[src/hdl/avralu_pkg.sv]
// Shared types, opcode constants and flag arithmetic for the AVR ALU execute unit.
package avralu_pkg;

  // Status register bit positions
  localparam int unsigned FLAG_C = 0;
  localparam int unsigned FLAG_Z = 1;
  localparam int unsigned FLAG_N = 2;
  localparam int unsigned FLAG_V = 3;
  localparam int unsigned FLAG_S = 4;
  localparam int unsigned FLAG_H = 5;

  // Major opcode in bits 15:12
  localparam logic [3:0] OP_GRP0  = 4'h0;
  localparam logic [3:0] OP_GRP1  = 4'h1;
  localparam logic [3:0] OP_LOGIC = 4'h2;
  localparam logic [3:0] OP_CPI   = 4'h3;
  localparam logic [3:0] OP_SBCI  = 4'h4;
  localparam logic [3:0] OP_SUBI  = 4'h5;
  localparam logic [3:0] OP_ORI   = 4'h6;
  localparam logic [3:0] OP_ANDI  = 4'h7;
  localparam logic [3:0] OP_GRP9  = 4'h9;
  localparam logic [3:0] OP_LDI   = 4'hE;

  // Function code in bits 11:10, group 0
  localparam logic [1:0] G0_MISC = 2'd0;
  localparam logic [1:0] G0_CPC  = 2'd1;
  localparam logic [1:0] G0_SBC  = 2'd2;
  localparam logic [1:0] G0_ADD  = 2'd3;
  // group 1
  localparam logic [1:0] G1_CPSE = 2'd0;
  localparam logic [1:0] G1_CP   = 2'd1;
  localparam logic [1:0] G1_SUB  = 2'd2;
  localparam logic [1:0] G1_ADC  = 2'd3;
  // logic group
  localparam logic [1:0] G2_AND  = 2'd0;
  localparam logic [1:0] G2_EOR  = 2'd1;
  localparam logic [1:0] G2_OR   = 2'd2;
  localparam logic [1:0] G2_MOV  = 2'd3;

  // Bits 9:8 of the group 0 miscellaneous row
  localparam logic [1:0] M_NOP  = 2'd0;
  localparam logic [1:0] M_MOVW = 2'd1;
  localparam logic [1:0] M_MULS = 2'd2;
  localparam logic [1:0] M_FMUL = 2'd3;

  // Multiply selector {bit7, bit3} in the fractional row
  localparam logic [1:0] MS_MULSU  = 2'd0;
  localparam logic [1:0] MS_FMUL   = 2'd1;
  localparam logic [1:0] MS_FMULS  = 2'd2;
  localparam logic [1:0] MS_FMULSU = 2'd3;

  // Single-operand sub-codes in bits 3:0 of the 1001010 row
  localparam logic [3:0] SG_COM    = 4'h0;
  localparam logic [3:0] SG_NEG    = 4'h1;
  localparam logic [3:0] SG_SWAP   = 4'h2;
  localparam logic [3:0] SG_INC    = 4'h3;
  localparam logic [3:0] SG_ASR    = 4'h5;
  localparam logic [3:0] SG_LSR    = 4'h6;
  localparam logic [3:0] SG_ROR    = 4'h7;
  localparam logic [3:0] SG_FLAG   = 4'h8;
  localparam logic [3:0] SG_DEC    = 4'hA;

  // Result payload, first field in the highest bits
  typedef struct packed {
    logic       skip_next;
    logic [7:0] status_flags;
    logic       pair_write;
    logic [7:0] pair_value;
    logic       dest_write;
    logic [7:0] dest_value;
    logic [4:0] dest_index;
  } exe_result_t;

  typedef struct packed {
    logic [7:0] res;
    logic [7:0] sreg;
  } alu_out_t;

  typedef struct packed {
    logic [7:0] lo;
    logic [7:0] hi;
    logic [7:0] sreg;
  } mul_out_t;

  // Update N, V, S and Z from a result byte
  function automatic logic [7:0] set_nvs(input logic [7:0] sreg, input logic [7:0] res,
                                         input logic v);
    logic [7:0] s;
    s = sreg;
    s[FLAG_N] = res[7];
    s[FLAG_V] = v;
    s[FLAG_S] = res[7] ^ v;
    s[FLAG_Z] = (res == 8'h00);
    return s;
  endfunction

  function automatic alu_out_t alu_add(input logic [7:0] a, input logic [7:0] b,
                                       input logic cin, input logic [7:0] sreg);
    logic [8:0] sum;
    logic [4:0] hsum;
    alu_out_t   o;
    sum  = {1'b0, a} + {1'b0, b} + {8'b0, cin};
    hsum = {1'b0, a[3:0]} + {1'b0, b[3:0]} + {4'b0, cin};
    o.res  = sum[7:0];
    o.sreg = set_nvs(sreg, sum[7:0], ~(a[7] ^ b[7]) & (a[7] ^ sum[7]));
    o.sreg[FLAG_H] = hsum[4];
    o.sreg[FLAG_C] = sum[8];
    return o;
  endfunction

  function automatic alu_out_t alu_sub(input logic [7:0] a, input logic [7:0] b,
                                       input logic cin, input logic chain,
                                       input logic [7:0] sreg);
    logic [8:0] diff;
    alu_out_t   o;
    diff   = {1'b0, a} - {1'b0, b} - {8'b0, cin};
    o.res  = diff[7:0];
    o.sreg = set_nvs(sreg, diff[7:0], (a[7] ^ b[7]) & (a[7] ^ diff[7]));
    o.sreg[FLAG_H] = (({1'b0, b[3:0]} + {4'b0, cin}) > {1'b0, a[3:0]});
    o.sreg[FLAG_C] = (({1'b0, b} + {8'b0, cin}) > {1'b0, a});
    // carry-chained forms keep Z only while every byte is zero
    if (chain) begin
      o.sreg[FLAG_Z] = sreg[FLAG_Z] & (diff[7:0] == 8'h00);
    end
    return o;
  endfunction

  function automatic mul_out_t alu_mul(input logic [7:0] a, input logic [7:0] b,
                                       input logic sa, input logic sb, input logic frac,
                                       input logic [7:0] sreg);
    logic signed [8:0]  x;
    logic signed [8:0]  y;
    logic signed [17:0] p;
    logic [15:0]        q;
    mul_out_t           o;
    x = signed'({sa & a[7], a});
    y = signed'({sb & b[7], b});
    p = x * y;
    q = p[15:0];
    o.sreg = sreg;
    o.sreg[FLAG_C] = q[15];
    if (frac) begin
      q = {q[14:0], 1'b0};
    end
    o.sreg[FLAG_Z] = (q == 16'h0000);
    o.lo = q[7:0];
    o.hi = q[15:8];
    return o;
  endfunction

endpackage

[src/hdl/avr_register_alu_execute_unit.sv]
// AVR register/immediate ALU execute unit with register file and status register.
//
//  channel   direction  tdata                                   tuser
//  in_       slave      instr_word[15:0]                        -
//  out_      master     dest/pair writes, status, skip [31:0]   unsupported
//
// One instruction is accepted every cycle while in_tready is high; its result passes the
// read stage and then the output register: the register file banks are read at the
// accepting edge and the execute logic loads the output register as the read stage moves
// on. Writes of the retiring instruction are forwarded to the one read in the same
// cycle. Reset clears the status register and the per-register valid bits at once (no
// clearing pass); a register never written reads as zero. A stalled output holds one
// result and one more instruction in the read stage, then in_tready drops.
module avr_register_alu_execute_unit (
  input  logic        clk,
  input  logic        rst_n,
  input  logic        in_tvalid,
  output logic        in_tready,
  input  logic [15:0] in_tdata,   // [15:0] instr_word
  output logic        out_tvalid,
  input  logic        out_tready,
  output logic [31:0] out_tdata,  // [4:0] dest_index, [12:5] dest_value, [13] dest_write,
                                  // [21:14] pair_value, [22] pair_write,
                                  // [30:23] status_flags, [31] skip_next
  output logic        out_tuser   // [0] unsupported
);

  import avralu_pkg::*;

  logic        in_acc;
  logic        s1_fire;
  logic [4:0]  a_idx;
  logic [4:0]  b_idx;

  logic        s1_vld_r;
  logic [15:0] s1_word_r;
  logic [4:0]  s1_aidx_r;
  logic [4:0]  s1_bidx_r;

  logic        fwd_ea_r, fwd_oa_r, fwd_eb_r, fwd_ob_r;
  logic [7:0]  fwd_ea_d_r, fwd_oa_d_r, fwd_eb_d_r, fwd_ob_d_r;

  logic [7:0]  q_ea, q_oa, q_eb, q_ob;
  logic [7:0]  ea, oa, eb, ob;
  logic [7:0]  a_val, b_val;

  logic [31:0] vld_r;
  logic [7:0]  status_r;

  exe_result_t res;
  logic        res_unsup;
  logic [7:0]  sreg_nxt;

  logic        we_even, we_odd;
  logic [3:0]  waddr;
  logic [7:0]  wd_even, wd_odd;

  exe_result_t out_data_r;
  logic        out_unsup_r;
  logic        out_vld_r;

  // Handshake: the read stage moves on when the output register is free
  assign s1_fire   = s1_vld_r && (!out_vld_r || out_tready);
  assign in_tready = !s1_vld_r || s1_fire;
  assign in_acc    = in_tvalid && in_tready;

  // Decode register file read addresses from the incoming word
  always_comb begin
    logic [15:0] w;
    w     = in_tdata;
    a_idx = w[8:4];
    b_idx = {w[9], w[3:0]};
    priority if (w[15:12] == OP_CPI || w[15:12] == OP_SBCI || w[15:12] == OP_SUBI ||
                 w[15:12] == OP_ORI || w[15:12] == OP_ANDI || w[15:12] == OP_LDI) begin
      a_idx = {1'b1, w[7:4]};
    end else if (w[15:10] == {OP_GRP0, G0_MISC}) begin
      unique case (w[9:8])
        M_MOVW: b_idx = {w[3:0], 1'b0};
        M_MULS: begin
          a_idx = {1'b1, w[7:4]};
          b_idx = {1'b1, w[3:0]};
        end
        M_FMUL: begin
          a_idx = {2'b10, w[6:4]};
          b_idx = {2'b10, w[2:0]};
        end
        default: ;
      endcase
    end else begin
    end
  end

  // Register file: even and odd banks so both bytes of a pair are written in the same cycle
  avralu_ram #(.WIDTH(8), .DEPTH(16)) u_ram_even (
    .clk     (clk),
    .we      (we_even),
    .waddr   (waddr),
    .wdata   (wd_even),
    .re      (in_acc),
    .raddr_a (a_idx[4:1]),
    .raddr_b (b_idx[4:1]),
    .rdata_a (q_ea),
    .rdata_b (q_eb)
  );

  avralu_ram #(.WIDTH(8), .DEPTH(16)) u_ram_odd (
    .clk     (clk),
    .we      (we_odd),
    .waddr   (waddr),
    .wdata   (wd_odd),
    .re      (in_acc),
    .raddr_a (a_idx[4:1]),
    .raddr_b (b_idx[4:1]),
    .rdata_a (q_oa),
    .rdata_b (q_ob)
  );

  // Read stage: hold the word, addresses and forwarded write data
  always_ff @(posedge clk) begin
    if (!rst_n) begin
      s1_vld_r <= 1'b0;
      fwd_ea_r <= 1'b0;
      fwd_oa_r <= 1'b0;
      fwd_eb_r <= 1'b0;
      fwd_ob_r <= 1'b0;
    end else begin
      if (in_acc) begin
        s1_vld_r <= 1'b1;
        fwd_ea_r <= we_even && (waddr == a_idx[4:1]);
        fwd_eb_r <= we_even && (waddr == b_idx[4:1]);
        fwd_oa_r <= we_odd && (waddr == a_idx[4:1]);
        fwd_ob_r <= we_odd && (waddr == b_idx[4:1]);
      end else if (s1_fire) begin
        s1_vld_r <= 1'b0;
      end
    end
  end

  always_ff @(posedge clk) begin
    if (in_acc) begin
      s1_word_r  <= in_tdata;
      s1_aidx_r  <= a_idx;
      s1_bidx_r  <= b_idx;
      fwd_ea_d_r <= wd_even;
      fwd_eb_d_r <= wd_even;
      fwd_oa_d_r <= wd_odd;
      fwd_ob_d_r <= wd_odd;
    end
  end

  // Select operands: forwarded write, stored value, or zero if never written
  assign ea = fwd_ea_r ? fwd_ea_d_r : (vld_r[{s1_aidx_r[4:1], 1'b0}] ? q_ea : 8'h00);
  assign oa = fwd_oa_r ? fwd_oa_d_r : (vld_r[{s1_aidx_r[4:1], 1'b1}] ? q_oa : 8'h00);
  assign eb = fwd_eb_r ? fwd_eb_d_r : (vld_r[{s1_bidx_r[4:1], 1'b0}] ? q_eb : 8'h00);
  assign ob = fwd_ob_r ? fwd_ob_d_r : (vld_r[{s1_bidx_r[4:1], 1'b1}] ? q_ob : 8'h00);
  assign a_val = s1_aidx_r[0] ? oa : ea;
  assign b_val = s1_bidx_r[0] ? ob : eb;

  // Execute the instruction held in the read stage
  always_comb begin
    logic [15:0] w;
    logic [7:0]  k;
    logic [7:0]  sreg;
    logic [7:0]  r;
    logic        c;
    alu_out_t    ao;
    mul_out_t    mo;
    w    = s1_word_r;
    k    = {w[11:8], w[3:0]};
    sreg = status_r;
    r    = 8'h00;
    c    = 1'b0;
    ao   = '0;
    mo   = '0;
    res  = '0;
    res_unsup = 1'b0;
    unique case (w[15:12])
      OP_GRP0: begin
        unique case (w[11:10])
          G0_MISC: begin
            unique case (w[9:8])
              M_NOP: res_unsup = (w != 16'h0000);
              M_MOVW: begin
                res.dest_write = 1'b1;
                res.dest_index = {w[7:4], 1'b0};
                res.dest_value = eb;
                res.pair_write = 1'b1;
                res.pair_value = ob;
              end
              M_MULS: mo = alu_mul(a_val, b_val, 1'b1, 1'b1, 1'b0, sreg);
              M_FMUL: begin
                unique case ({w[7], w[3]})
                  MS_MULSU:  mo = alu_mul(a_val, b_val, 1'b1, 1'b0, 1'b0, sreg);
                  MS_FMUL:   mo = alu_mul(a_val, b_val, 1'b0, 1'b0, 1'b1, sreg);
                  MS_FMULS:  mo = alu_mul(a_val, b_val, 1'b1, 1'b1, 1'b1, sreg);
                  MS_FMULSU: mo = alu_mul(a_val, b_val, 1'b1, 1'b0, 1'b1, sreg);
                  default: ;
                endcase
              end
              default: ;
            endcase
            if (w[9]) begin
              sreg = mo.sreg;
              res.dest_write = 1'b1;
              res.dest_index = 5'd0;
              res.dest_value = mo.lo;
              res.pair_write = 1'b1;
              res.pair_value = mo.hi;
            end
          end
          G0_CPC: begin
            ao = alu_sub(a_val, b_val, sreg[FLAG_C], 1'b1, sreg);
            sreg = ao.sreg;
          end
          G0_SBC: begin
            ao = alu_sub(a_val, b_val, sreg[FLAG_C], 1'b1, sreg);
            sreg = ao.sreg;
            res.dest_write = 1'b1;
            res.dest_index = w[8:4];
            res.dest_value = ao.res;
          end
          G0_ADD: begin
            ao = alu_add(a_val, b_val, 1'b0, sreg);
            sreg = ao.sreg;
            res.dest_write = 1'b1;
            res.dest_index = w[8:4];
            res.dest_value = ao.res;
          end
          default: ;
        endcase
      end
      OP_GRP1: begin
        unique case (w[11:10])
          G1_CPSE: res.skip_next = (a_val == b_val);
          G1_CP: begin
            ao = alu_sub(a_val, b_val, 1'b0, 1'b0, sreg);
            sreg = ao.sreg;
          end
          G1_SUB: begin
            ao = alu_sub(a_val, b_val, 1'b0, 1'b0, sreg);
            sreg = ao.sreg;
            res.dest_write = 1'b1;
            res.dest_index = w[8:4];
            res.dest_value = ao.res;
          end
          G1_ADC: begin
            ao = alu_add(a_val, b_val, sreg[FLAG_C], sreg);
            sreg = ao.sreg;
            res.dest_write = 1'b1;
            res.dest_index = w[8:4];
            res.dest_value = ao.res;
          end
          default: ;
        endcase
      end
      OP_LOGIC: begin
        unique case (w[11:10])
          G2_AND:  r = a_val & b_val;
          G2_EOR:  r = a_val ^ b_val;
          G2_OR:   r = a_val | b_val;
          G2_MOV:  r = b_val;
          default: ;
        endcase
        if (w[11:10] != G2_MOV) begin
          sreg = set_nvs(sreg, r, 1'b0);
        end
        res.dest_write = 1'b1;
        res.dest_index = w[8:4];
        res.dest_value = r;
      end
      OP_CPI: begin
        ao = alu_sub(a_val, k, 1'b0, 1'b0, sreg);
        sreg = ao.sreg;
      end
      OP_SBCI, OP_SUBI: begin
        ao = alu_sub(a_val, k, (w[15:12] == OP_SBCI) & sreg[FLAG_C],
                     w[15:12] == OP_SBCI, sreg);
        sreg = ao.sreg;
        res.dest_write = 1'b1;
        res.dest_index = {1'b1, w[7:4]};
        res.dest_value = ao.res;
      end
      OP_ORI, OP_ANDI: begin
        r = (w[15:12] == OP_ORI) ? (a_val | k) : (a_val & k);
        sreg = set_nvs(sreg, r, 1'b0);
        res.dest_write = 1'b1;
        res.dest_index = {1'b1, w[7:4]};
        res.dest_value = r;
      end
      OP_LDI: begin
        res.dest_write = 1'b1;
        res.dest_index = {1'b1, w[7:4]};
        res.dest_value = k;
      end
      OP_GRP9: begin
        priority if (w[11:10] == 2'b11) begin
          // unsigned multiply into r1:r0
          mo = alu_mul(a_val, b_val, 1'b0, 1'b0, 1'b0, sreg);
          sreg = mo.sreg;
          res.dest_write = 1'b1;
          res.dest_index = 5'd0;
          res.dest_value = mo.lo;
          res.pair_write = 1'b1;
          res.pair_value = mo.hi;
        end else if (w[11:9] == 3'b010) begin
          if (w[3:0] == SG_FLAG) begin
            // set or clear one status bit
            if (!w[8]) begin
              sreg[w[6:4]] = ~w[7];
            end else begin
              res_unsup = 1'b1;
            end
          end else begin
            res.dest_index = w[8:4];
            res.dest_write = 1'b1;
            unique case (w[3:0])
              SG_COM: begin
                r = ~a_val;
                sreg = set_nvs(sreg, r, 1'b0);
                sreg[FLAG_C] = 1'b1;
              end
              SG_NEG: begin
                ao = alu_sub(8'h00, a_val, 1'b0, 1'b0, sreg);
                r = ao.res;
                sreg = ao.sreg;
                sreg[FLAG_H] = ao.res[3] | a_val[3];
              end
              SG_SWAP: r = {a_val[3:0], a_val[7:4]};
              SG_INC: begin
                r = a_val + 8'h01;
                sreg = set_nvs(sreg, r, r == 8'h80);
              end
              SG_ASR, SG_LSR, SG_ROR: begin
                c = a_val[0];
                unique case (w[3:0])
                  SG_ASR:  r = {a_val[7], a_val[7:1]};
                  SG_LSR:  r = {1'b0, a_val[7:1]};
                  default: r = {sreg[FLAG_C], a_val[7:1]};
                endcase
                sreg = set_nvs(sreg, r, r[7] ^ c);
                sreg[FLAG_C] = c;
              end
              SG_DEC: begin
                r = a_val - 8'h01;
                sreg = set_nvs(sreg, r, r == 8'h7f);
              end
              default: begin
                res.dest_index = 5'd0;
                res.dest_write = 1'b0;
                res_unsup = 1'b1;
              end
            endcase
            res.dest_value = res.dest_write ? r : 8'h00;
          end
        end else begin
          res_unsup = 1'b1;
        end
      end
      default: res_unsup = 1'b1;
    endcase
    res.status_flags = sreg;
    sreg_nxt = sreg;
  end

  // Bank write ports: pairs always start on an even register
  assign waddr   = res.dest_index[4:1];
  assign we_even = s1_fire && res.dest_write && !res.dest_index[0];
  assign we_odd  = s1_fire && (res.pair_write || (res.dest_write && res.dest_index[0]));
  assign wd_even = res.dest_value;
  assign wd_odd  = res.pair_write ? res.pair_value : res.dest_value;

  // Retire: update status, valid bits and the output register
  always_ff @(posedge clk) begin
    if (!rst_n) begin
      status_r  <= 8'h00;
      vld_r     <= '0;
      out_vld_r <= 1'b0;
    end else begin
      if (s1_fire) begin
        status_r  <= sreg_nxt;
        out_vld_r <= 1'b1;
        if (res.dest_write) begin
          vld_r[res.dest_index] <= 1'b1;
        end
        if (res.pair_write) begin
          vld_r[{res.dest_index[4:1], 1'b1}] <= 1'b1;
        end
      end else if (out_tready) begin
        out_vld_r <= 1'b0;
      end
    end
  end

  always_ff @(posedge clk) begin
    if (s1_fire) begin
      out_data_r  <= res;
      out_unsup_r <= res_unsup;
    end
  end

  assign out_tvalid = out_vld_r;
  assign out_tdata  = out_data_r;
  assign out_tuser  = out_unsup_r;

  // Full read stage behind a stalled output must stop new transactions
  a_stall_blocks_input: assert property (@(posedge clk) disable iff (!rst_n)
    (s1_vld_r && out_vld_r && !out_tready) |-> !in_tready)
    else $error("input accepted while both stages are stalled");

  // An unsupported word changes no register and requests no skip
  a_unsup_no_effect: assert property (@(posedge clk) disable iff (!rst_n)
    (out_vld_r && out_unsup_r) |->
      (!out_data_r.dest_write && !out_data_r.pair_write && !out_data_r.skip_next))
    else $error("unsupported instruction produced a side effect");

  // A pair write targets an even register and writes its low byte too
  a_pair_even: assert property (@(posedge clk) disable iff (!rst_n)
    (out_vld_r && out_data_r.pair_write) |->
      (out_data_r.dest_write && !out_data_r.dest_index[0]))
    else $error("pair write with odd or missing low register");

  // Status register follows the last retired result
  a_status_tracks: assert property (@(posedge clk) disable iff (!rst_n)
    s1_fire |=> (status_r == out_data_r.status_flags))
    else $error("status register differs from the reported flags");

endmodule

[src/hdl/avralu_ram.sv]
// Generic RAM: one write port, two registered read ports with read enable.
module avralu_ram #(
  parameter int WIDTH = 8,
  parameter int DEPTH = 16
) (
  input  logic                     clk,
  input  logic                     we,
  input  logic [$clog2(DEPTH)-1:0] waddr,
  input  logic [WIDTH-1:0]         wdata,
  input  logic                     re,
  input  logic [$clog2(DEPTH)-1:0] raddr_a,
  input  logic [$clog2(DEPTH)-1:0] raddr_b,
  output logic [WIDTH-1:0]         rdata_a,
  output logic [WIDTH-1:0]         rdata_b
);

  logic [WIDTH-1:0] mem_r [DEPTH];

  // Write, and read old contents on a same-address collision
  always_ff @(posedge clk) begin
    if (we) begin
      mem_r[waddr] <= wdata;
    end
    if (re) begin
      rdata_a <= mem_r[raddr_a];
      rdata_b <= mem_r[raddr_b];
    end
  end

endmodule

[config.mk]
export PLATFORM = sky130hd
export DESIGN_NAME = avr_register_alu_execute_unit
export DESIGN_NICKNAME = d
export VERILOG_FILES = /design/src/hdl/avralu_pkg.sv /design/src/hdl/avr_register_alu_execute_unit.sv /design/src/hdl/avralu_ram.sv
export SDC_FILE = /design/constraint.sdc
export NUM_CORES = 1
export LEC_CHECK = 0
export ABC_AREA = 1
export BUFFER_PORTS_ARGS = -buffer_cell sky130_fd_sc_hd__clkbuf_2
export CORE_MARGIN = 1
export CORE_UTILIZATION = 55
export DETAILED_ROUTE_END_ITERATION = 7
export PLACE_DENSITY = 0.71
export SETUP_SLACK_MARGIN = 0.05
export SLEW_MARGIN = 20
export SYNTH_ARGS = -nofsm -noshare
export SYNTH_HDL_FRONTEND = slang
export SYNTH_SLANG_ARGS = --single-unit
[constraint.sdc]
create_clock -name clk -period 20.4 [get_ports clk]
set_input_delay 1.02 -clock clk [delete_from_list [all_inputs] [get_ports clk]]
set_output_delay 1.02 -clock clk [all_outputs]
set_load 0.05 [all_outputs]
**Word-level counts from Yosys, hierarchy flattened**

Memory sizes are Yosys's and may differ from the RTL's. A register that Yosys moved wholly into a read port is not among the register bits.
Cells that the tools add are included.

- Add/subtract/negate cells: 15
- Multipliers: 3
- $lt $le $gt $ge: 19
- Equality and inequality tests: 42
- Multiplexer cells: 105
- Bitwise logic cells: 40
- Reduce and logical (&&, ||, !) cells: 59

Operator list:

| operator | count |
|---|---|
| two-way mux 16 bit | 12 |
| two-way mux 8 bit | 24 |
| two-way mux 32 bit | 4 |
| logical NOT 8 bit | 13 |
| case mux 14 bit (7 select lines) | 1 |
| logical NOT 16 bit | 6 |
| case mux 24 bit (4 select lines) | 1 |
| OR 32 bit | 2 |
| case mux 8 bit (7 select lines) | 1 |
| case mux 24 bit (2 select lines) | 1 |
| case mux 8 bit (6 select lines) | 1 |
| two-way mux 23 bit | 2 |
| equality test 4 x 3 -> 1 bit, second input constant | 11 |
| two-way mux 14 bit | 3 |
| case mux 14 bit (3 select lines) | 1 |
| less-than comparator 5 x 6 -> 1 bit, second input constant | 6 |
| multiplier 8 x 8 -> 16 bit | 2 |
| case mux 8 bit (4 select lines) | 1 |
| two-way mux 5 bit | 6 |
| case mux 6 bit (5 select lines) | 1 |
| two-way mux 1 bit | 28 |
| case mux 14 bit (2 select lines) | 1 |
| case mux 8 bit (3 select lines) | 1 |
| equality test 4 x 2 -> 1 bit, second input constant | 5 |
| 62 further kinds | 149 |

- Register bits after elaboration: 121
- RAM bits: 256
- Input port bits: 20
- Output and inout bits: 35
- Word-level logic and storage cells: 306
- Memories: 2

Memory list:

| name | words | width | read ports | clocked after Yosys merged registers in | wr ports | RTL line | RTL |
|---|---|---|---|---|---|---|---|
| u_ram_even.mem_r | 16 | 8 | 2 | 2 | 1 | avralu_ram.sv:17 | `logic [WIDTH-1:0] mem_r [DEPTH];` |
| u_ram_odd.mem_r | 16 | 8 | 2 | 2 | 1 | avralu_ram.sv:17 |  |

**Depth between registers and ports, before layout**

Gate-level depths: netlist (run 1).

- Depth after elaboration: 27
- Mapped depth: 45
- Depth with buffers taken out: 44

**Cells and area by module**

Synthesis (run 1) repeated with hierarchy kept, for this count alone.

- Cell total of the unflattened synthesis: 4248
- Area, all modules: 32890.3 um^2

By module, submodules not included:

| module | times used | cells each | area an instance (um^2) | seq. area each (um^2) |
|---|---|---|---|---|
| avr_register_alu_execute_unit | 1 | 2546 | 18061.1 | 3083.0 |
| avralu_ram at u_ram_odd | 1 | 851 | 7417.1 | 4324.1 |
| avralu_ram at u_ram_even | 1 | 851 | 7412.1 | 4324.1 |

**Worst setup path before layout (run 1)**

No wires, ideal clock.

- Path type: reg2reg
- Start: reg s1_bidx_r[1]
- End: reg fwd_ob_d_r[7], data pin
- Setup time: 325 ps
- Arrival time: 6322 ps
- Data required time: 20075 ps
- Path slack: 13753 ps
- Stages on the path, launching flop included: 35
- Path buffers: 1
- Period minus slack after synthesis: 6647 ps
- Cell sequence: edfxtp_1 -> buf_4 -> o21ai_0 -> nand2_1 -> nand3_1 -> nand3_1 -> nand2_2 -> nand2_1 -> nand2_1 -> o21ai_0 -> nand2_1 -> o21a_1 -> clkinv_1 -> nor2_1 -> inv_1 -> fa_1 -> inv_1 -> fa_1 -> inv_1 -> fa_1 -> fa_1 -> inv_1 -> ha_1 -> a21oi_1 -> nand2_1 -> xnor2_1 -> o21ai_0 -> a2111oi_0 -> nor2_1 -> o21ai_0 -> a31oi_1 -> a211oi_1 -> nand4_1 -> nand2_1 -> nand2_1

RTL lines:

| element | RTL line | RTL |
|---|---|---|
| start, declared | avr_register_alu_execute_unit.sv:38 | `logic [4:0] s1_bidx_r;` |
| start signal, assigned | avr_register_alu_execute_unit.sv:143 | `s1_bidx_r <= b_idx;` |
| end signal, assigned | avr_register_alu_execute_unit.sv:147 | `fwd_ob_d_r <= wd_odd;` |
| end, declared | avr_register_alu_execute_unit.sv:41 | `logic [7:0] fwd_ea_d_r, fwd_oa_d_r, fwd_eb_d_r, fwd_ob_d_r;` |

==> impl_metrics.csv, run 1 <==
group,metric,value,unit
status,status,"complete, no violations",
timing,min_period,9.33,ns
routing,top_layer,"met4",
worst_hold_path,hp-start,"vld_r[19]$_SDFFE_PN0P_",
clock_network,clkSlewWorstSetupHoldPaths,0.06,ns
routing,met3WireLength,10100,um
routing,drt-met1-wl,40600,um
routing,via_per_inst,6.11,
setup_path,r2r_start,"s1_bidx_r[1]$_DFFE_PP_",
clock_network,root_buffer,"clkbuf_16",
run,maxCapViolCount,0,
timing,hold_viol,0,
finish,utilization,60.1,%
logic_synthesis,synth_area_per_cell,8.27,sq um
floorplanning,start_util,55.6,%
clock_network,cts_tree,"yes",
setup_path,crit_type,"register to register",
timing,fin_skew,0.0258,ns
floorplanning,die_w,240,um
clock_network,cts_inserted_buffers,42,
timing,clock.fmax,107,MHz
routing,routedWlPerCell,23.1,um
finish,design_area,33800,sq um
timing,setup-violations-final,0,
setup_path,critPathMaxStageDelay,0.94,ns
finish,drive_above_1_share,7.15,%
finish,antenna_cells,0,
power_and_ir_drop,power_density,74.5,nW/um^2
clock_network,clock_path_buffers,3,
setup_path,path_max_fanout,32,
clock_network,ctsResizeCount,0,
timing,final_max_slew_viol_count,0,
finish,mostFrequentLayoutCells,"545 x nand2_1, 527 x inv_1, 521 x nor2_1, 360 x edfxtp_1, 331 x o21ai_0",
placement,dp_cells,4498,
power_and_ir_drop,p_leak,0.0143,uW
clock_network,clock_latency,0.58,ns
clock_network,postCtsSetupBuffers,0,
clock_network,numClockSinks,406,
logic_synthesis,synthFlopType,"edfxtp_1",
placement,dpl_cell_area,32400,sq um
global_routing,grt_max_degree,110,
timing,tightestPinTransition,1.10,ns
clock_network,htreeDepth,2,
timing,rsz0062_at_grt,"no",
power_and_ir_drop,ir_drop,0.0750,mV
routing,first_iter_violations,3399,
logic_synthesis,ys_ff_latch,406,
routing,dr.pass1.iters,6,
placement,globalplace.congestion,1.06,
setup_path,slowest_stage,"edfxtp_1",
worst_hold_path,hold_depth,2,
logic_synthesis,synth_edf_count,360,
setup_path,critPathCaptureType,"register",
floorplanning,rows,87,
floorplanning,core_area,56300,sq um
floorplanning,die_area,57800,sq um
setup_path,rrSetupSlack,11.07,ns
routing,routed-via-count,27940,
finish,fin_nets,4121,
logic_synthesis,ys_seq_area_share,37.5,%
setup_path,ff2ff_path_depth,33,
finish,final-instance-count-excl-fill,4575,
routing,met2RoutedLength,49000,um
placement,post-dp-hpwl,75500,um
logic_synthesis,yosysWarnings,0,
routing,drtAntennaViolNets,0,
timing,post-route-period-util,45.7,%
logic_synthesis,synth.distinct_cells,72,
worst_hold_path,hp-class,"register to register",
setup_path,arrival,9.47,ns
logic_synthesis,syn-num-nets,4115,
setup_path,crit_required,20.54,ns
global_routing,grt_util_all_layers,36.3,%
global_routing,antenna_found_initial,0,
floorplanning,fp.dieH,240,um
logic_synthesis,syn-instance-count,3780,
finish,area_growth,8.11,%
worst_hold_path,min_to,"vld_r[19]$_SDFFE_PN0P_",
floorplanning,pin_count,55,
logic_synthesis,async_reset_ff_share,0,%
timing,maxSlewHeadroom,26.5,%
setup_path,crit_path_frequent_cell,"nand2_1",
routing,drc,0,
global_routing,grt_pass1_vias,26252,
global_routing,grt_pass1_wl,157000,um
setup_path,r2r-end,"fwd_ob_d_r[7]$_DFFE_PP_",
global_routing,gr-total-overflow,0,
timing,tns,0,ns
clock_network,cts_hold_buf,0,
routing,finalWirelength,106000,um
setup_path,start_kind,"register",
finish,final_common_cell,"nand2_1",
logic_synthesis,syn_area,31300,sq um
placement,port_buffers,54,
==> kinds of logic (layout without fill, tap and decap cells) <==
group | Yosys count | count (layout) | synth area share, %
buf+inv | 724 | 763 | 8.87
compound gates | 884 | 884 | 17.1
flops | 406 | 406 | 37.5
simple gates | 1347 | 1347 | 17.9
fa+ha+maj | 315 | 315 | 15.6
mux | 14 | 14 | 0.448
xor+xnor | 90 | 90 | 2.59
==> routing by layer <==
| metal | global-route usage (%) | up-vias |
|---|---|---|
| li1 | - | 12861 |
| met1 | 47.0 | 13180 |
| met2 | 59.0 | 1573 |
| met3 | 5.56 | 326 |
| met4 | 17.9 | 0 |
| met5 | 0 | - |
==> layout make-up <==
cell class | count | area [sq um]
Inverter | 567 | 2130
Timing Repair Buffer | 119 | 761
Clock inverter | 29 | 345
Multi-Input combinational cell | 2650 | 16800
Sequential cell | 406 | 11700
Clock buffer | 48 | 1080
Tap cell | 756 | 946
Fill cell | 5092 | 22500
==> registers in the layout, indices dropped and copies added (netlist names), 2 cells and up <==
register            cells
u_ram_even.rdata_b      8
u_ram_odd.rdata_b       8
out_tdata              32
s1_bidx_r               5
u_ram_even.mem_r      128
u_ram_odd.rdata_a       8
fwd_eb_d_r              8
vld_r                  32
u_ram_odd.mem_r       128
u_ram_even.rdata_a      8
status_r                8
fwd_ob_d_r              8
s1_aidx_r               2
s1_word_r              16
==> how the worst max path moves through the flow <==
stage               cells past startpoint              startpoint                               end
finish                                 33  s1_bidx_r[1]$_DFFE_PP_           fwd_ob_d_r[7]$_DFFE_PP_
detailed placement                     33  s1_bidx_r[1]$_DFFE_PP_   u_ram_odd.mem_r[9][7]$_DFFE_PP_
CTS                                    33  s1_bidx_r[1]$_DFFE_PP_           fwd_ob_d_r[7]$_DFFE_PP_
global route                           33  s1_bidx_r[1]$_DFFE_PP_           fwd_ob_d_r[7]$_DFFE_PP_
global placement                       33  s1_bidx_r[1]$_DFFE_PP_  u_ram_odd.mem_r[10][7]$_DFFE_PP_
floorplan                              34  s1_bidx_r[1]$_DFFE_PP_           fwd_ob_d_r[7]$_DFFE_PP_
==> cells in the mapped netlist, types with 13 or more instances <==
| master | number | area (sq um) |
|---|---|---|
| edfxtp_1 | 360 | 10800 |
| o21ai_0 | 331 | 1660 |
| nor3_1 | 31 | 155 |
| clkbuf_1 | 123 | 462 |
| o32ai_1 | 14 | 123 |
| o21ai_1 | 17 | 85.1 |
| xnor2_1 | 21 | 184 |
| nand3_1 | 152 | 761 |
| o221ai_1 | 34 | 298 |
| ha_1 | 192 | 2400 |
| xor2_1 | 66 | 578 |
| inv_2 | 19 | 71.3 |
| nand2_2 | 13 | 81.3 |
| o211ai_1 | 100 | 751 |
| o22ai_1 | 41 | 257 |
| o2111ai_1 | 20 | 175 |
| inv_1 | 531 | 1990 |
| fa_1 | 123 | 2460 |
| mux2i_1 | 14 | 140 |
| o311ai_0 | 29 | 254 |
| a31oi_1 | 23 | 144 |
| nand4_1 | 33 | 206 |
| buf_1 | 16 | 60.1 |
| nand2_1 | 546 | 2050 |
| a21oi_1 | 214 | 1070 |
| clkinv_1 | 17 | 63.8 |
| dfxtp_1 | 46 | 921 |
| nor2_1 | 524 | 1970 |
==> critical path: cells and delay by family, from the launching register on <==
family / cells / cell delay (ns)
adders and majority gates: 5 / 2.30
and+or+nand+nor: 13 / 1.91
AOI/OAI and AO/OA: 7 / 1.91
buffers and inverters: 7 / 1.14
DFF: 1 / 0.94
xor gates and xnor gates: 1 / 0.68
==> power breakdown <==
part / switching, uW / internal [uW] / leakage [uW] / total, uW
Combinational: 541 / 220 / 0.00990 / 761
Clock: 333 / 463 / 0.000696 / 796
Sequential: 21.1 / 942 / 0.00372 / 963
==> stage by stage <==
step / setup slack [ns] / total power [uW] / hold slack, ns
floorplan: 13.75 / 1470 / 0.440
global placement: 11.44 / 1710 / 0.458
detailed placement: 11.40 / 1710 / 0.468
CTS: 11.32 / 2500 / 0.484
global route: 10.75 / 2630 / 0.510
finish: 11.07 / 2520 / 0.492
Note: power is estimated with default switching activity, not from simulation.
==> run 2, diff against run 1 <==
==> constraint.sdc (replaced) <==
create_clock -name clk -period 8.81 [get_ports clk]
set_input_delay 0.4405 -clock clk [delete_from_list [all_inputs] [get_ports clk]]
set_output_delay 0.4405 -clock clk [all_outputs]
set_load 0.05 [all_outputs]
==> run 2 against run 1 <==
Utilization is the same; non-clock buffer count grew 15; clock skew grew 0.015 ns; first-iteration DRC count shrank 0.50%; clock-buffer cell count grew 8; largest power group unchanged; combinational power grew 130%; critical endpoint is now u_ram_odd.mem_r[6][6]$_DFFE_PP_; maximum frequency grew 13%; sequential cell count is the same; routed wire length shrank 1.1%.
==> impl_metrics.csv, run 2 (synthesis gave the netlist of run 1 again) <==
group,metric,value,unit
setup_path,arrival,8.39,ns
placement,post-dp-hpwl,76100,um
finish,final_common_cell,"nand2_1",
status,status,"complete, no violations",
setup_path,crit_required,8.93,ns
setup_path,slowest_stage,"edfxtp_1",
global_routing,grt_util_all_layers,36.2,%
power_and_ir_drop,switching_share,35.8,%
routing,drtAntennaViolNets,0,
timing,min_period,8.26,ns
placement,dpl_cell_area,32500,sq um
clock_network,cts_hold_buf,0,
placement,dp_cells,4512,
floorplanning,die_w,240,um
finish,final-instance-count-excl-fill,4589,
timing,tightestPinTransition,1.10,ns
routing,routed-via-count,28062,
power_and_ir_drop,p_leak,0.0143,uW
timing,rsz0062_at_grt,"no",
power_and_ir_drop,p_int,3660,uW
placement,port_buffers,54,
timing,tns,0,ns
timing,final_max_slew_viol_count,0,
finish,drive_above_1_share,7.46,%
setup_path,start_kind,"register",
floorplanning,pin_count,55,
finish,antenna_cells,0,
clock_network,cts_inserted_buffers,41,
timing,holdWs,0.0836,ns
clock_network,clock_latency,0.57,ns
clock_network,numClockSinks,406,
setup_path,critPathCaptureType,"register",
finish,mostFrequentLayoutCells,"544 x nand2_1, 527 x inv_1, 522 x nor2_1, 360 x edfxtp_1, 331 x o21ai_0",
floorplanning,start_util,55.6,%
global_routing,antenna_found_initial,1,
setup_path,critPathMaxStageDelay,0.62,ns
global_routing,grt_pass1_vias,26561,
routing,finalWirelength,104000,um
setup_path,crit_type,"register to register",
placement,globalplace.congestion,1.05,
timing,maxSlewHeadroom,26.2,%
floorplanning,die_area,57800,sq um
power_and_ir_drop,power.total,5710,uW
global_routing,grt_max_degree,78,
floorplanning,fp.dieH,240,um
routing,routedWlPerCell,22.7,um
routing,first_iter_violations,3382,
clock_network,htreeDepth,2,
floorplanning,rows,87,
timing,hold_viol,0,
run,maxCapViolCount,0,
clock_network,cts_tree,"yes",
finish,area_growth,8.11,%
timing,fin_skew,0.0405,ns
finish,design_area,33800,sq um
power_and_ir_drop,p_switching,2040,uW
power_and_ir_drop,clockPowerShare,29.8,%
setup_path,path_max_fanout,17,
worst_hold_path,hp-class,"input port to register",
power_and_ir_drop,power_density,169,nW/um^2
power_and_ir_drop,seq_power_share,39.0,%
global_routing,gr-total-overflow,0,
finish,fin_nets,4135,
clock_network,clock_path_buffers,3,
global_routing,grt_pass1_wl,157000,um
floorplanning,core_area,56300,sq um
setup_path,crit_path_frequent_cell,"inv_1",
clock_network,clkSlewWorstSetupHoldPaths,0.06,ns
power_and_ir_drop,ir_drop,0.171,mV
routing,drc,0,
routing,via_per_inst,6.12,
clock_network,root_buffer,"clkbuf_16",
timing,clock.fmax,121,MHz
timing,post-route-period-util,93.8,%
finish,reg.largest.list,"u_ram_even.mem_r x128, u_ram_odd.mem_r x128",
power_and_ir_drop,power_frac_comb,31.2,%
routing,dr.pass1.iters,6,
timing,setup-violations-final,0,
==> run 2: cell count changes in the layout (fill, tap and decap cells not counted), sizes merged <==
cell	delta
buf	+14
inv	+2
bufinv	-4
clkbuf	+9
clkinvlp	+2
clkinv	-9
==> run 2: power groups by stage <==
stage | clock network [uW] | logic (uW) | registers [uW]
2_1_floorplan | 0 | 1140 | 2270
3_3_place_gp | 0 | 1710 | 2270
3_5_place_dp | 0 | 1710 | 2270
4_1_cts | 1710 | 1730 | 2230
5_1_grt | 1780 | 1940 | 2230
6_report | 1700 | 1780 | 2230
==> run 2: worst paths after layout <==
path / from / cells past startpoint / endpoint / slack [ns]
worst max-delay path: s1_bidx_r[1]$_DFFE_PP_ / 33 / u_ram_odd.mem_r[6][6]$_DFFE_PP_ / 0.55
worst min-delay path: in_tdata[11] / 1 / s1_word_r[11]$_DFFE_PP_ / 0.08
worst max register to register: s1_bidx_r[1]$_DFFE_PP_ / 33 / u_ram_odd.mem_r[6][6]$_DFFE_PP_ / 0.55
worst min register to register: vld_r[20]$_SDFFE_PN0P_ / 2 / vld_r[20]$_SDFFE_PN0P_ / 0.48
==> run 2: area by class of cell <==
type	instances	area, sq um
clock buffers	56	1110
well taps	756	946
clock inverters	20	176
flip-flops and latches	406	11700
multi-input cells	2650	16800
repair buffers	134	880
fillers	5036	22500
inverters	567	2140
==> run 2: per-stage QoR <==
step | setup slack [ns] | util [%]
4_1_cts | 0.502 | 60.0
6_report | 0.546 | 60.1
2_1_floorplan | 2.16 | -
3_3_place_gp | 0.662 | 57.7
3_5_place_dp | 0.536 | 57.7
5_1_grt | 0.0736 | 60.1
==> run 2: routing by layer <==
metal  GRT usage (%)  share of wire, %  vias to the layer above
met5               0                 0                        -
met4            17.4               5.0                        0
met3            5.29               9.2                      315
met2            59.1                47                     1568
met1            47.1                39                    13307
li1                -                 -                    12872
==> run 2: repair_timing <==
action                                  4_1_cts  5_1_grt
endpoints found under the hold margin         0        0
gates resized for setup                       0        4
endpoints found under the setup margin        0       51
buffers inserted                              0        1
==> run 2: worst max-delay path: cells and delay by family, from the launching register on <==
family / cells / cell delay (ns)
flip-flops: 1 / 0.62
AO/OA/AOI/OAI: 10 / 1.67
AND/OR/NAND/NOR: 10 / 1.55
XOR/XNOR: 1 / 0.55
buffers and inverters: 7 / 1.01
adder cells (fa/ha/maj): 5 / 2.40
